===== config.mk =====
export PLATFORM = sky130hd
export DESIGN_NAME = ddc_vcp_reply_checker_unit
export DESIGN_NICKNAME = d
export VERILOG_FILES = /design/src/design/ddcvcp_pkg.sv /design/src/design/ddcvcp_in_reg.sv /design/src/design/ddcvcp_parser.sv /design/src/design/ddcvcp_out_reg.sv /design/src/design/ddc_vcp_reply_checker_unit.sv
export SDC_FILE = /design/constraint.sdc
export NUM_CORES = 1
export LEC_CHECK = 0
export BUFFER_PORTS_ARGS = -buffer_cell sky130_fd_sc_hd__buf_2
export CAP_MARGIN = 5
export CORE_ASPECT_RATIO = 1.4
export CORE_UTILIZATION = 40
export DETAILED_ROUTE_END_ITERATION = 16
export GPL_TIMING_DRIVEN = 0
export PLACE_DENSITY = 0.66
export SLEW_MARGIN = 20
export SYNTH_ARGS = -nofsm -noshare
export SYNTH_HDL_FRONTEND = slang
export SYNTH_SLANG_ARGS = --single-unit

===== constraint.sdc =====
create_clock -name clk -period 5.75 [get_ports clk]
set_clock_uncertainty 0.1 [all_clocks]
set_input_delay 0.575 -clock clk [delete_from_list [all_inputs] [get_ports clk]]
set_output_delay 0.575 -clock clk [all_outputs]
set_load 0.02 [all_outputs]

===== src/design/ddcvcp_pkg.sv =====
// shared types and constants for the get-vcp reply checker
package ddcvcp_pkg;

  localparam int MAX_REPLY_BYTES = 16;
  localparam int CNT_W = $clog2(MAX_REPLY_BYTES + 1);

  localparam logic [7:0] SRC_ADDR = 8'h6e;
  localparam logic [7:0] HOST_ADDR = 8'h50;
  localparam logic [7:0] GET_REPLY_OP = 8'h02;
  localparam int MARK_BIT_POS = 7;
  localparam int LEN_W = 7;
  localparam logic [LEN_W-1:0] VCP_PAYLOAD_LEN = LEN_W'(8);
  localparam int LEN_OVERHEAD = 3;
  localparam int MIN_REPLY_BYTES = 3;

  // byte positions inside the reply
  localparam int POS_SRC = 0;
  localparam int POS_LEN = 1;
  localparam int POS_OP = 2;
  localparam int POS_RESULT = 3;
  localparam int POS_CODE = 4;
  localparam int POS_TYPE = 5;
  localparam int POS_MAX_HI = 6;
  localparam int POS_MAX_LO = 7;
  localparam int POS_CUR_HI = 8;
  localparam int POS_CUR_LO = 9;

  typedef enum logic [1:0] {
    ST_OK          = 2'd0,
    ST_UNSUPPORTED = 2'd1,
    ST_NO_REPLY    = 2'd2,
    ST_MALFORMED   = 2'd3
  } status_t;

  typedef struct packed {
    logic [7:0] reply_byte;
    logic [7:0] expected_code;
    logic       last_byte;
  } byte_item_t;

  typedef struct packed {
    status_t     status;
    logic        value_type;
    logic [15:0] maximum_value;
    logic [15:0] current_value;
  } reply_item_t;

endpackage


===== src/design/ddcvcp_in_reg.sv =====
// input register stage for received bytes
module ddcvcp_in_reg (
  input  logic                   clk,
  input  logic                   rst,
  input  logic                   byte_valid,
  input  logic                   load_stall,
  input  ddcvcp_pkg::byte_item_t byte_data,
  output logic                   held_valid,
  output ddcvcp_pkg::byte_item_t held_item
);
  import ddcvcp_pkg::*;

  always_ff @(posedge clk) begin
    if (rst) begin
      held_valid <= 1'b0;
    end else if (!load_stall) begin
      held_valid <= byte_valid;
    end
  end

  always_ff @(posedge clk) begin
    if (byte_valid && !load_stall) begin
      held_item <= byte_data;
    end
  end

endmodule


===== src/design/ddcvcp_parser.sv =====
// reply state, checksum and status evaluation for one byte per cycle while step is high
module ddcvcp_parser (
  input  logic                    clk,
  input  logic                    rst,
  input  logic                    step,
  input  ddcvcp_pkg::byte_item_t  item,
  input  logic [7:0]              seed,
  output ddcvcp_pkg::reply_item_t result
);
  import ddcvcp_pkg::*;

  logic [CNT_W-1:0] byte_count, byte_count_next;
  logic [7:0]       running_xor, running_xor_next;
  logic [LEN_W-1:0] payload_length, payload_length_next;
  logic             header_bad, header_bad_next;
  logic             field_bad, field_bad_next;
  logic [7:0]       target_code, target_code_next;
  logic             result_one, result_one_next;
  logic             type_bit, type_bit_next;
  logic [15:0]      max_val, max_val_next;
  logic [15:0]      cur_val, cur_val_next;

  logic [7:0]       b;
  logic [7:0]       span_end;
  status_t          st;

  assign b = item.reply_byte;
  assign span_end = {1'b0, payload_length} + 8'(LEN_OVERHEAD);

  always_comb begin
    byte_count_next     = byte_count;
    running_xor_next    = running_xor;
    payload_length_next = payload_length;
    header_bad_next     = header_bad;
    field_bad_next      = field_bad;
    target_code_next    = target_code;
    result_one_next     = result_one;
    type_bit_next       = type_bit;
    max_val_next        = max_val;
    cur_val_next        = cur_val;

    // a saturated count ignores the byte
    if (byte_count < CNT_W'(MAX_REPLY_BYTES)) begin
      byte_count_next = byte_count + CNT_W'(1);
      if (byte_count == CNT_W'(POS_SRC)) begin
        running_xor_next    = seed ^ b;
        payload_length_next = '0;
        header_bad_next     = (b != SRC_ADDR);
        field_bad_next      = 1'b0;
        target_code_next    = item.expected_code;
        result_one_next     = 1'b0;
        type_bit_next       = 1'b0;
        max_val_next        = '0;
        cur_val_next        = '0;
      end else if (byte_count == CNT_W'(POS_LEN)) begin
        running_xor_next    = running_xor ^ b;
        payload_length_next = b[LEN_W-1:0];
        if (!b[MARK_BIT_POS]) begin
          header_bad_next = 1'b1;
        end
      end else begin
        if ({{(8-CNT_W){1'b0}}, byte_count} < span_end) begin
          running_xor_next = running_xor ^ b;
        end
        case (byte_count)
          CNT_W'(POS_OP): begin
            if (b != GET_REPLY_OP) field_bad_next = 1'b1;
          end
          CNT_W'(POS_RESULT): begin
            result_one_next = (b == 8'd1);
            if (b > 8'd1) field_bad_next = 1'b1;
          end
          CNT_W'(POS_CODE): begin
            if (b != target_code) field_bad_next = 1'b1;
          end
          CNT_W'(POS_TYPE): begin
            type_bit_next = b[0];
            if (b > 8'd1) field_bad_next = 1'b1;
          end
          CNT_W'(POS_MAX_HI): max_val_next[15:8] = b;
          CNT_W'(POS_MAX_LO): max_val_next[7:0]  = b;
          CNT_W'(POS_CUR_HI): cur_val_next[15:8] = b;
          CNT_W'(POS_CUR_LO): cur_val_next[7:0]  = b;
          default: ;
        endcase
      end
    end
  end

  // status from the state as it stands after this byte
  always_comb begin
    if (byte_count_next < CNT_W'(MIN_REPLY_BYTES) || header_bad_next) begin
      st = ST_MALFORMED;
    end else if (({1'b0, payload_length_next} + 8'(LEN_OVERHEAD)) >
                 {{(8-CNT_W){1'b0}}, byte_count_next} || running_xor_next != 8'd0) begin
      st = ST_MALFORMED;
    end else if (payload_length_next == '0) begin
      st = ST_NO_REPLY;
    end else if (payload_length_next != VCP_PAYLOAD_LEN || field_bad_next) begin
      st = ST_MALFORMED;
    end else if (result_one_next) begin
      st = ST_UNSUPPORTED;
    end else begin
      st = ST_OK;
    end
    result.status = st;
    if (st == ST_OK) begin
      result.value_type    = type_bit_next;
      result.maximum_value = max_val_next;
      result.current_value = cur_val_next;
    end else begin
      result.value_type    = 1'b0;
      result.maximum_value = '0;
      result.current_value = '0;
    end
  end

  always_ff @(posedge clk) begin
    if (rst) begin
      byte_count     <= '0;
      running_xor    <= '0;
      payload_length <= '0;
      header_bad     <= 1'b0;
      field_bad      <= 1'b0;
      target_code    <= '0;
      result_one     <= 1'b0;
      type_bit       <= 1'b0;
      max_val        <= '0;
      cur_val        <= '0;
    end else if (step) begin
      if (item.last_byte) begin
        // reply ends: start afresh
        byte_count     <= '0;
        running_xor    <= '0;
        payload_length <= '0;
        header_bad     <= 1'b0;
        field_bad      <= 1'b0;
        target_code    <= '0;
        result_one     <= 1'b0;
        type_bit       <= 1'b0;
        max_val        <= '0;
        cur_val        <= '0;
      end else begin
        byte_count     <= byte_count_next;
        running_xor    <= running_xor_next;
        payload_length <= payload_length_next;
        header_bad     <= header_bad_next;
        field_bad      <= field_bad_next;
        target_code    <= target_code_next;
        result_one     <= result_one_next;
        type_bit       <= type_bit_next;
        max_val        <= max_val_next;
        cur_val        <= cur_val_next;
      end
    end
  end

endmodule


===== src/design/ddcvcp_out_reg.sv =====
// result register holding one finished reply status
module ddcvcp_out_reg (
  input  logic                    clk,
  input  logic                    rst,
  input  logic                    load,
  input  ddcvcp_pkg::reply_item_t result,
  input  logic                    reply_stall,
  output logic                    reply_valid,
  output ddcvcp_pkg::reply_item_t reply_data
);
  import ddcvcp_pkg::*;

  always_ff @(posedge clk) begin
    if (rst) begin
      reply_valid <= 1'b0;
    end else if (load) begin
      reply_valid <= 1'b1;
    end else if (!reply_stall) begin
      reply_valid <= 1'b0;
    end
  end

  always_ff @(posedge clk) begin
    if (load) begin
      reply_data <= result;
    end
  end

endmodule


===== src/design/ddc_vcp_reply_checker_unit.sv =====
// top level of the get-vcp reply checker
//
//   channel   direction  handshake                  payload
//   byte      in         byte_valid / byte_stall    byte_data (byte_item_t)
//   reply     out        reply_valid / reply_stall  reply_data (reply_item_t)
//   cfg       in         cfg_write_en               cfg_write_data (checksum seed)
//
// one byte per cycle unless byte_stall is high; a byte is registered, then parsed from the input register
// a last byte loads its status into the result register when it is parsed, other bytes give none
// synchronous reset clears the reply state and loads the seed with the host address
// byte_stall rises only while a last byte waits behind a stalled, full result register
module ddc_vcp_reply_checker_unit (
  input  logic                    clk,
  input  logic                    rst,
  input  logic                    byte_valid,
  output logic                    byte_stall,
  input  ddcvcp_pkg::byte_item_t  byte_data,
  output logic                    reply_valid,
  input  logic                    reply_stall,
  output ddcvcp_pkg::reply_item_t reply_data,
  input  logic                    cfg_write_en,
  input  logic [7:0]              cfg_write_data
);
  import ddcvcp_pkg::*;

  logic        held_valid;
  byte_item_t  held_item;
  logic        step;
  reply_item_t result;
  logic [7:0]  checksum_seed;

  always_ff @(posedge clk) begin
    if (rst) begin
      checksum_seed <= HOST_ADDR;
    end else if (cfg_write_en) begin
      checksum_seed <= cfg_write_data;
    end
  end

  // a held byte moves on unless it ends a reply and the result slot is blocked
  assign step = held_valid && (!held_item.last_byte || !reply_valid || !reply_stall);
  assign byte_stall = held_valid && !step;

  ddcvcp_in_reg u_in_reg (
    .clk        (clk),
    .rst        (rst),
    .byte_valid (byte_valid),
    .load_stall (byte_stall),
    .byte_data  (byte_data),
    .held_valid (held_valid),
    .held_item  (held_item)
  );

  ddcvcp_parser u_parser (
    .clk    (clk),
    .rst    (rst),
    .step   (step),
    .item   (held_item),
    .seed   (checksum_seed),
    .result (result)
  );

  ddcvcp_out_reg u_out_reg (
    .clk         (clk),
    .rst         (rst),
    .load        (step && held_item.last_byte),
    .result      (result),
    .reply_stall (reply_stall),
    .reply_valid (reply_valid),
    .reply_data  (reply_data)
  );

endmodule


; ---- After elaboration in Yosys (flattened, before gate mapping)
; Cells that the tools add are included.
[totals]
wordCells = 123
ff_bits = 126
out_inout_bits = 37
inputBits = 30
[classes]
n_reduce_logical = 22
n_eq_ne = 15
bitwise_logic = 2
n_addsub = 3
mux = 56
n_lt_le_gt_ge = 5
[op_table]
columns = op, count
row1 = 16-bit 2-to-1 mux, 8
row2 = 8-bit 2-to-1 mux, 12
row3 = 7-bit 2-to-1 mux, 4
row4 = 1-bit 2-to-1 mux, 25
row5 = "5-bit by 3-bit == test with 1-bit output, second input constant", 4
row6 = "7-bit by 2-bit adder with 8-bit output, second input constant", 2
row7 = 8-bit bitwise XOR, 2
row8 = "5-bit by 2-bit == test with 1-bit output, second input constant", 2
row9 = "5-bit by 4-bit == test with 1-bit output, second input constant", 2
row10 = 5-bit 2-to-1 mux, 2
row11 = "8-bit by 1-bit == test with 1-bit output, second input constant", 1
row12 = "8-bit by 1-bit > comparator with 1-bit output, second input constant", 1
row13 = 8-bit by 5-bit > comparator with 1-bit output, 1
row14 = 5-bit by 8-bit less-than comparator with 1-bit output, 1
row15 = 2-bit 2-to-1 mux, 4
row16 = "8-bit by 2-bit != test with 1-bit output, second input constant", 1
row17 = "8-bit by 7-bit != test with 1-bit output, second input constant", 1
row18 = 8-bit != test, 1
row19 = 8-bit nonzero test, 1
row20 = 7-bit zero test, 1
row21 = "7-bit by 4-bit != test with 1-bit output, second input constant", 1
row22 = "5-bit by 1-bit adder with 5-bit output, second input constant", 1
row23 = "5-bit by 1-bit == test with 1-bit output, second input constant", 1
row24 = 1-bit zero test, 5
row25 = 11 further kinds, 19

; ---- Depth between registers and ports, before layout
; Gate-level depths: netlist of the first run.
[depth]
ltp_word = 12
mapped_depth = 22
depth_no_buf = 17

; ---- Hierarchy
; From an unflattened synthesis of the first run, not the netlist that was laid out.
[unflattened]
hier_cells = 686
hier_area_um2 = 6806.5
[by_module_without_submodules]
columns = mod, cells_each, seq_area_each_um2, area_each_um2, instances
row1 = ddcvcp_parser, 595, 1281.2, 4854.7, 1
row2 = ddcvcp_out_reg, 38, 1071.0, 1079.8, 1
row3 = ddcvcp_in_reg, 21, 530.5, 553.0, 1
row4 = ddc_vcp_reply_checker_unit, 32, 160.2, 319.1, 1

; ---- Worst setup path before layout of the first run
; No wires, ideal clock.
[synth_timing]
kind = flip-flop to flip-flop
start = register u_parser.byte_count[0]
end = register u_out_reg.reply_data[33] (netlist name)
synth_period_minus_slack_ps = 4391
arrival_ps = 4020
stages_incl_launch_ff = 22
path_slack_ps = 1359
cell_sequence = dfxtp_1 clkbuf_1 inv_1 ha_1 clkbuf_1 nor4b_4 buf_2 buf_4 a21oi_1 inv_1 ha_1 inv_1 ha_1 nor2b_1 o21a_1 o21ai_0 a21oi_1 nor4b_2 nand4b_1 a32o_1 buf_2 or4_1
[synth_rtl]
columns = item, line_no
row1 = from (decl), ddcvcp_parser.sv:12  ; logic [CNT_W-1:0] byte_count, byte_count_next;
row2 = from (signal assigned), ddcvcp_parser.sv:144  ; byte_count <= byte_count_next;

==> reports/qor.yml, run 1 <==
timing.slew.headroom: 0.3211
synthCells: 708
drt-total-wl_um: 17880
status: "completed"
clkLatencyLatePin_ns: 0.43
grt_overflow: 0
gp_congestion: 0.9318
io-pin-count: 67
holdCritPathClass: "in -> reg"
areaGrowthSynthToFinish_pct: 18.03
cts_resized: 0
synthFlopType: "dfxtp_1"
synthesis.nets: 753
crit_chain: "clkbuf_1 > inv_1 > ha_1 > clkbuf_1 > nor4b_4 > buf_2 > buf_4 > a21oi_1 > inv_1 > ha_1 > inv_1 > ha_1 > nor2b_1 > o21a_1 > o21ai_0 > a21oi_1 > nor4b_2 > nand4b_1 > a32o_1 > buf_2 > or4_1"
period_minus_slack_ns: 5.438
rsz0062_at_grt: "no"
slew_viol_final: 0
worst_slack_ns: 0.3118
first_global_vias: 5296
core_area_um2: 16750
powerDensity_nw_per_um2: 283.2
crit_path_max_incr_delay_ns: 0.60
layout_common_cells: "107 x nor2_1, 80 x buf_2, 74 x dfxtp_1, 52 x edfxtp_1, 44 x clkbuf_1"
viasPerCell: 5.763
fin_setup_tns_ns: 0
regArea_um2: 3043
chipWidth_um: 112.6
detail-route-antenna-nets: 0
initial_utilization: 0.4091
synthArstFlopShare: 0
wire_per_inst_um: 17.74
critical_path.top_delay_family: "simple AND/OR/NAND/NOR gates"
path_clk_slew_ns: 0.06
cts_tree: "done"
vdd_drop_max_mv: 0.1707
cts_made_buffers: 17
antenna_found_initial: 0
hpwl_um: 12730
vias: 5809
holdBufCountCts: 0
layout_commonest_cell: "nor2_1"
startpoint_type: "register"
clk_path_buf_depth: 2
critPathSlowestCell: "nor4b_4"
synth-seq-area-share: 0.4442
die-area_um2: 17660
fin_cells: 1008
synth_edf_count: 52
clock.fmax_mhz: 183.9
nFillCells: 1567
place_inst: 976
power.net_switching_uw: 539.0
cts.sinks: 126
grt_pass1_wl_um: 27920
synth-seq-cells: 126
arrival_ns: 5.49
ys_types: 63
antenna-diode-count: 0
track_usage: 0.2087
path_class: "reg -> reg"
nets: 837
dr.pass1.iters: 6
seqPwrFrac: 0.420
fin_crit_sh: 0.9458
finalSetupViolations: 0
place_ws_ns: 0.3685
required_ns: 5.80
num_rows: 56
htree_levels: 4
cts-root-buf: "clkbuf_16"
combinationalPowerShare: 0.083
cts_setup_buffers: 0
yosys_warnings: 0
p_total_mw: 2.290
final-hold-violation-count: 0
multi_input_comb_area_um2: 3468
syn_area_per_cell_um2: 9.676
grt_max_degree: 37
fp.dieH_um: 156.8
p_clk_frac: 0.497
tightest_slew_ns: 1.018
route.detailed.drc: 0
internal_power_mw: 1.751
dr.first_iter.drc_count: 446
crit_path_end_kind: "register"
p_sw_frac: 0.2354
cap_violations: 0
critPathMaxFanout: 10
drive_gt1_frac: 0.2000
portBuffers: 64
worst-path-buf-inv: 8
syn-cell-area_um2: 6850
p_leak_nw: 2.700
Yosys cell counts, drive strengths merged (4+ instances only):
master | number | area [µm²]
or4 | 4 | 30.03
nor4 | 36 | 419.2
nor2b | 6 | 37.54
edfxtp | 52 | 1562
a2bb2oi | 4 | 35.03
nand2 | 35 | 131.4
o21ai | 28 | 143.9
xnor2 | 12 | 105.1
mux2i | 41 | 410.4
a32oi | 12 | 105.1
a22oi | 39 | 292.8
nand3 | 7 | 35.03
nor4bb | 5 | 50.05
a31oi | 6 | 37.54
xor2 | 8 | 70.07
a21oi | 27 | 135.1
or3 | 35 | 219.0
dfxtp | 74 | 1481
inv | 10 | 37.54
and2 | 4 | 25.02
nor3 | 9 | 50.05
buf | 24 | 143.9
nand4 | 4 | 25.02
clkbuf | 43 | 161.4
nor2 | 108 | 405.4
ha | 15 | 187.7
o211ai | 4 | 30.03
and3 | 9 | 56.30
final cells by class:
cell class	instances	share of cell area
timing repair buffer	65	0.04209
clock inverter	8	0.01207
buffer	67	0.03776
multi-input combinational	505	0.4290
tap	203	0.03141
inverter	10	0.004643
clock buffer	24	0.06670
sequential	126	0.3764
power groups by stage:
| stage | logic [mW] | registers (mW) | clock network, mW |
|---|---|---|---|
| 2_1_floorplan | 0.119 | 0.986 | 0 |
| 6_report | 0.189 | 0.963 | 1.14 |
| 3_5_place_dp | 0.187 | 0.981 | 0 |
| 5_1_grt | 0.203 | 0.965 | 1.19 |
| 4_1_cts | 0.188 | 0.962 | 1.15 |
| 3_3_place_gp | 0.184 | 0.981 | 0 |
kinds of logic after synthesis:
group           after synthesis  share of synthesized area
simple gates                278                     0.2413
compound gates              151                     0.1516
flops                       126                     0.4442
buf+inv                      77                    0.05005
mux                          41                    0.05991
xor+xnor                     20                    0.02557
fa+ha+maj                    15                    0.02740
sequential cells by signal, summed over array words and instances, names as in the netlist:
signal                   count
u_out_reg.reply_data        35
u_parser.field_bad           1
u_parser.payload_length      7
u_out_reg.reply_valid        1
u_parser.result_one          1
u_in_reg.held_item          17
u_parser.byte_count          5
checksum_seed                8
u_parser.target_code         8
u_parser.max_val            16
u_parser.header_bad          1
u_in_reg.held_valid          1
u_parser.type_bit            1
u_parser.cur_val            16
u_parser.running_xor         8
layer usage:
layer / share of wire / routed length (µm) / track usage
met5: 0 / 0 / 0
met4: 0.052 / 921 / 0.1422
met3: 0.049 / 885 / 0.04222
met2: 0.49 / 8839 / 0.3618
met1: 0.40 / 7234 / 0.2293
final timing paths:
path | to | cells past startpoint | slack, ns | from
setup / recovery | u_out_reg.reply_data[33]$_DFFE_PP_ | 21 | 0.31 | u_parser.byte_count[0]$_SDFFE_PP0P_
hold / removal | u_in_reg.held_item[0]$_DFFE_PP_ | 1 | 0.21 | byte_data[0]
setup reg to reg | u_out_reg.reply_data[33]$_DFFE_PP_ | 21 | 0.31 | u_parser.byte_count[0]$_SDFFE_PP0P_
hold reg to reg | u_parser.cur_val[5]$_SDFFE_PP0P_ | 2 | 0.39 | u_parser.cur_val[5]$_SDFFE_PP0P_
metrics by stage:
stage / util / hold slack [ns] / area (µm²)
after detailed placement: 0.4448 / 0.3719 / 7448
after global placement: 0.4434 / 0.3638 / 7425
after floorplan: - / 0.3531 / 6850
after CTS: 0.4828 / 0.2058 / 8085
after global routing: 0.4828 / 0.2079 / 8085
final: 0.4828 / 0.2148 / 8085
(Power assumes the default switching activity.)
==> inputs of run 2 (changes only) <==
--- a/config.mk
+++ b/config.mk
@@ -7,11 +7,14 @@
 export LEC_CHECK = 0
 export BUFFER_PORTS_ARGS = -buffer_cell sky130_fd_sc_hd__buf_2
 export CAP_MARGIN = 5
+export CELL_PAD_IN_SITES_DETAIL_PLACEMENT = 0
+export CELL_PAD_IN_SITES_GLOBAL_PLACEMENT = 2
 export CORE_ASPECT_RATIO = 1.4
-export CORE_UTILIZATION = 40
+export CORE_UTILIZATION = 38
+export CTS_CLUSTER_SIZE = 40
 export DETAILED_ROUTE_END_ITERATION = 16
 export GPL_TIMING_DRIVEN = 0
-export PLACE_DENSITY = 0.66
+export PLACE_DENSITY = 0.88
 export SLEW_MARGIN = 20
 export SYNTH_ARGS = -nofsm -noshare
 export SYNTH_HDL_FRONTEND = slang
==> reports/qor.yml, run 2 (synthesis results as in run 1) <==
cts-root-buf: "clkbuf_16"  # unchanged
areaGrowthSynthToFinish_pct: 18.96  # was 18.03%
holdBufCountCts: 0  # unchanged
num_rows: 57  # was 56
final-hold-violation-count: 0  # unchanged
clkLatencyLatePin_ns: 0.42  # was 0.43 ns
io-pin-count: 67  # unchanged
arrival_ns: 5.35  # was 5.49 ns
tightest_slew_ns: 1.103  # was 1.018 ns
crit_path_max_incr_delay_ns: 0.52  # was 0.60 ns
first_global_vias: 5615  # was 5296
die-area_um2: 18580  # was 17660 µm²
clock.fmax_mhz: 188.5  # was 183.9 MHz
cts_resized: 0  # unchanged
detail-route-antenna-nets: 0  # unchanged
critical_path.top_delay_family: "simple AND/OR/NAND/NOR gates"  # unchanged
worst_slack_ns: 0.4454  # was 0.3118 ns
track_usage: 0.2155  # was 0.2087
holdCritPathClass: "in -> reg"  # unchanged
path_class: "reg -> reg"  # unchanged
rsz0062_at_grt: "no"  # unchanged
postLayoutCellArea_um2: 8149  # was 8085 µm²
critPathMaxFanout: 10  # unchanged
viasPerCell: 5.552  # was 5.763
place_inst: 1010  # was 976
placed_cell_area_um2: 7505  # was 7448 µm²
core_area_um2: 17470  # was 16750 µm²
powerDensity_nw_per_um2: 277.5  # was 283.2 nW/µm²
fin_setup_tns_ns: 0  # unchanged
slew_viol_final: 0  # unchanged
worst-path-buf-inv: 8  # unchanged
cts_made_buffers: 17  # unchanged
period_minus_slack_ns: 5.305  # was 5.438 ns
cap_violations: 0  # unchanged
place_ws_ns: 0.2466  # was 0.3685 ns
clk_path_buf_depth: 2  # unchanged
grt_max_degree: 36  # was 37
status: "completed"  # unchanged
cts_setup_buffers: 0  # unchanged
layout_common_cells: "107 x nor2_1, 80 x buf_2, 74 x dfxtp_1, 52 x edfxtp_1, 44 x clkbuf_1"  # unchanged
wire_per_inst_um: 18.04  # was 17.74 µm
cts_tree: "done"  # unchanged
largest_reg_flops: 35  # unchanged
hpwl_um: 13840  # was 12730 µm
largestRegisters: "u_out_reg.reply_data x35, u_in_reg.held_item x17"  # unchanged
path_clk_slew_ns: 0.05  # was 0.06 ns
cts.sinks: 126  # unchanged
required_ns: 5.79  # was 5.80 ns
layout_commonest_cell: "nor2_1"  # unchanged
chipWidth_um: 115.5  # was 112.6 µm
gp_congestion: 0.8815  # was 0.9318
startpoint_type: "register"  # unchanged
nets: 841  # was 837
fin_cells: 1045  # was 1008
fin_crit_sh: 0.9225  # was 0.9458
vdd_drop_max_mv: 0.1478  # was 0.1707 mV
antenna_found_initial: 0  # unchanged
timing.slew.headroom: 0.2648  # was 0.3211
antenna-diode-count: 0  # unchanged
drive_gt1_frac: 0.2040  # was 0.2000
p_total_mw: 2.261  # was 2.290 mW
grt_overflow: 0  # unchanged
crit_path_end_kind: "register"  # unchanged
p_leak_nw: 2.713  # was 2.700 nW
critPathSlowestCell: "or4_1"  # was nor4b_4
route.detailed.drc: 0  # unchanged
top_register: "u_out_reg.reply_data"  # unchanged
htree_levels: 4  # unchanged
drt-total-wl_um: 18850  # was 17880 µm
fp.dieH_um: 160.9  # was 156.8 µm
dr.first_iter.drc_count: 467  # was 446
finalSetupViolations: 0  # unchanged
portBuffers: 64  # unchanged
vias: 5802  # was 5809
crit_chain: "clkbuf_1 > inv_1 > ha_1 > clkbuf_1 > nor4b_4 > buf_2 > buf_4 > a21oi_1 > inv_1 > ha_1 > inv_1 > ha_1 > nor2b_1 > o21a_1 > o21ai_0 > a21oi_1 > nor4b_2 > nand4b_1 > a32o_1 > buf_2 > or4_1"  # unchanged
initial_utilization: 0.3921  # was 0.4091
grt_pass1_wl_um: 29940  # was 27920 µm
dr.pass1.iters: 6  # unchanged
run 2: final cells by class:
class | instances | area [µm²]
inverter | 10 | 37.54
multi-input combinational | 505 | 3468
timing repair buffer | 69 | 377.9
buffer | 67 | 305.3
clock buffer | 24 | 523.0
sequential | 126 | 3043
clock inverter | 8 | 98.84
tap | 236 | 295.3
fill | 1654 | 9324
run 2: layer usage:
layer | wire length, µm | global-route usage | vias to the layer above
met5 | 0 | 0 | -
met4 | 951 | 0.1316 | 0
met3 | 1030 | 0.04075 | 59
met2 | 9562 | 0.3726 | 248
met1 | 7304 | 0.2406 | 2681
li1 | - | - | 2814
run 2: final timing paths:
| kind | start | end | slack (ns) | depth (start not counted) |
|---|---|---|---|---|
| setup / recovery | u_parser.byte_count[0]$_SDFFE_PP0P_ | u_out_reg.reply_data[33]$_DFFE_PP_ | 0.45 | 21 |
| hold / removal | byte_data[13] | u_in_reg.held_item[13]$_DFFE_PP_ | 0.23 | 1 |
| setup reg to reg | u_parser.byte_count[0]$_SDFFE_PP0P_ | u_out_reg.reply_data[33]$_DFFE_PP_ | 0.45 | 21 |
| hold reg to reg | u_parser.header_bad$_SDFFE_PP0P_ | u_parser.header_bad$_SDFFE_PP0P_ | 0.39 | 2 |
run 2: through the flow:
stage | hold WS (ns) | utilization
after floorplan | 0.3531 | -
after global placement | 0.3693 | 0.4273
after detailed placement | 0.3827 | 0.4295
after CTS | 0.2120 | 0.4651
after global routing | 0.2166 | 0.4664
final | 0.2300 | 0.4664
run 2: power by group:
group | switching (mW) | internal, mW | total, mW
logic | 0.133 | 0.0610 | 0.194
registers | 0.0119 | 0.951 | 0.963
clock network | 0.384 | 0.721 | 1.10
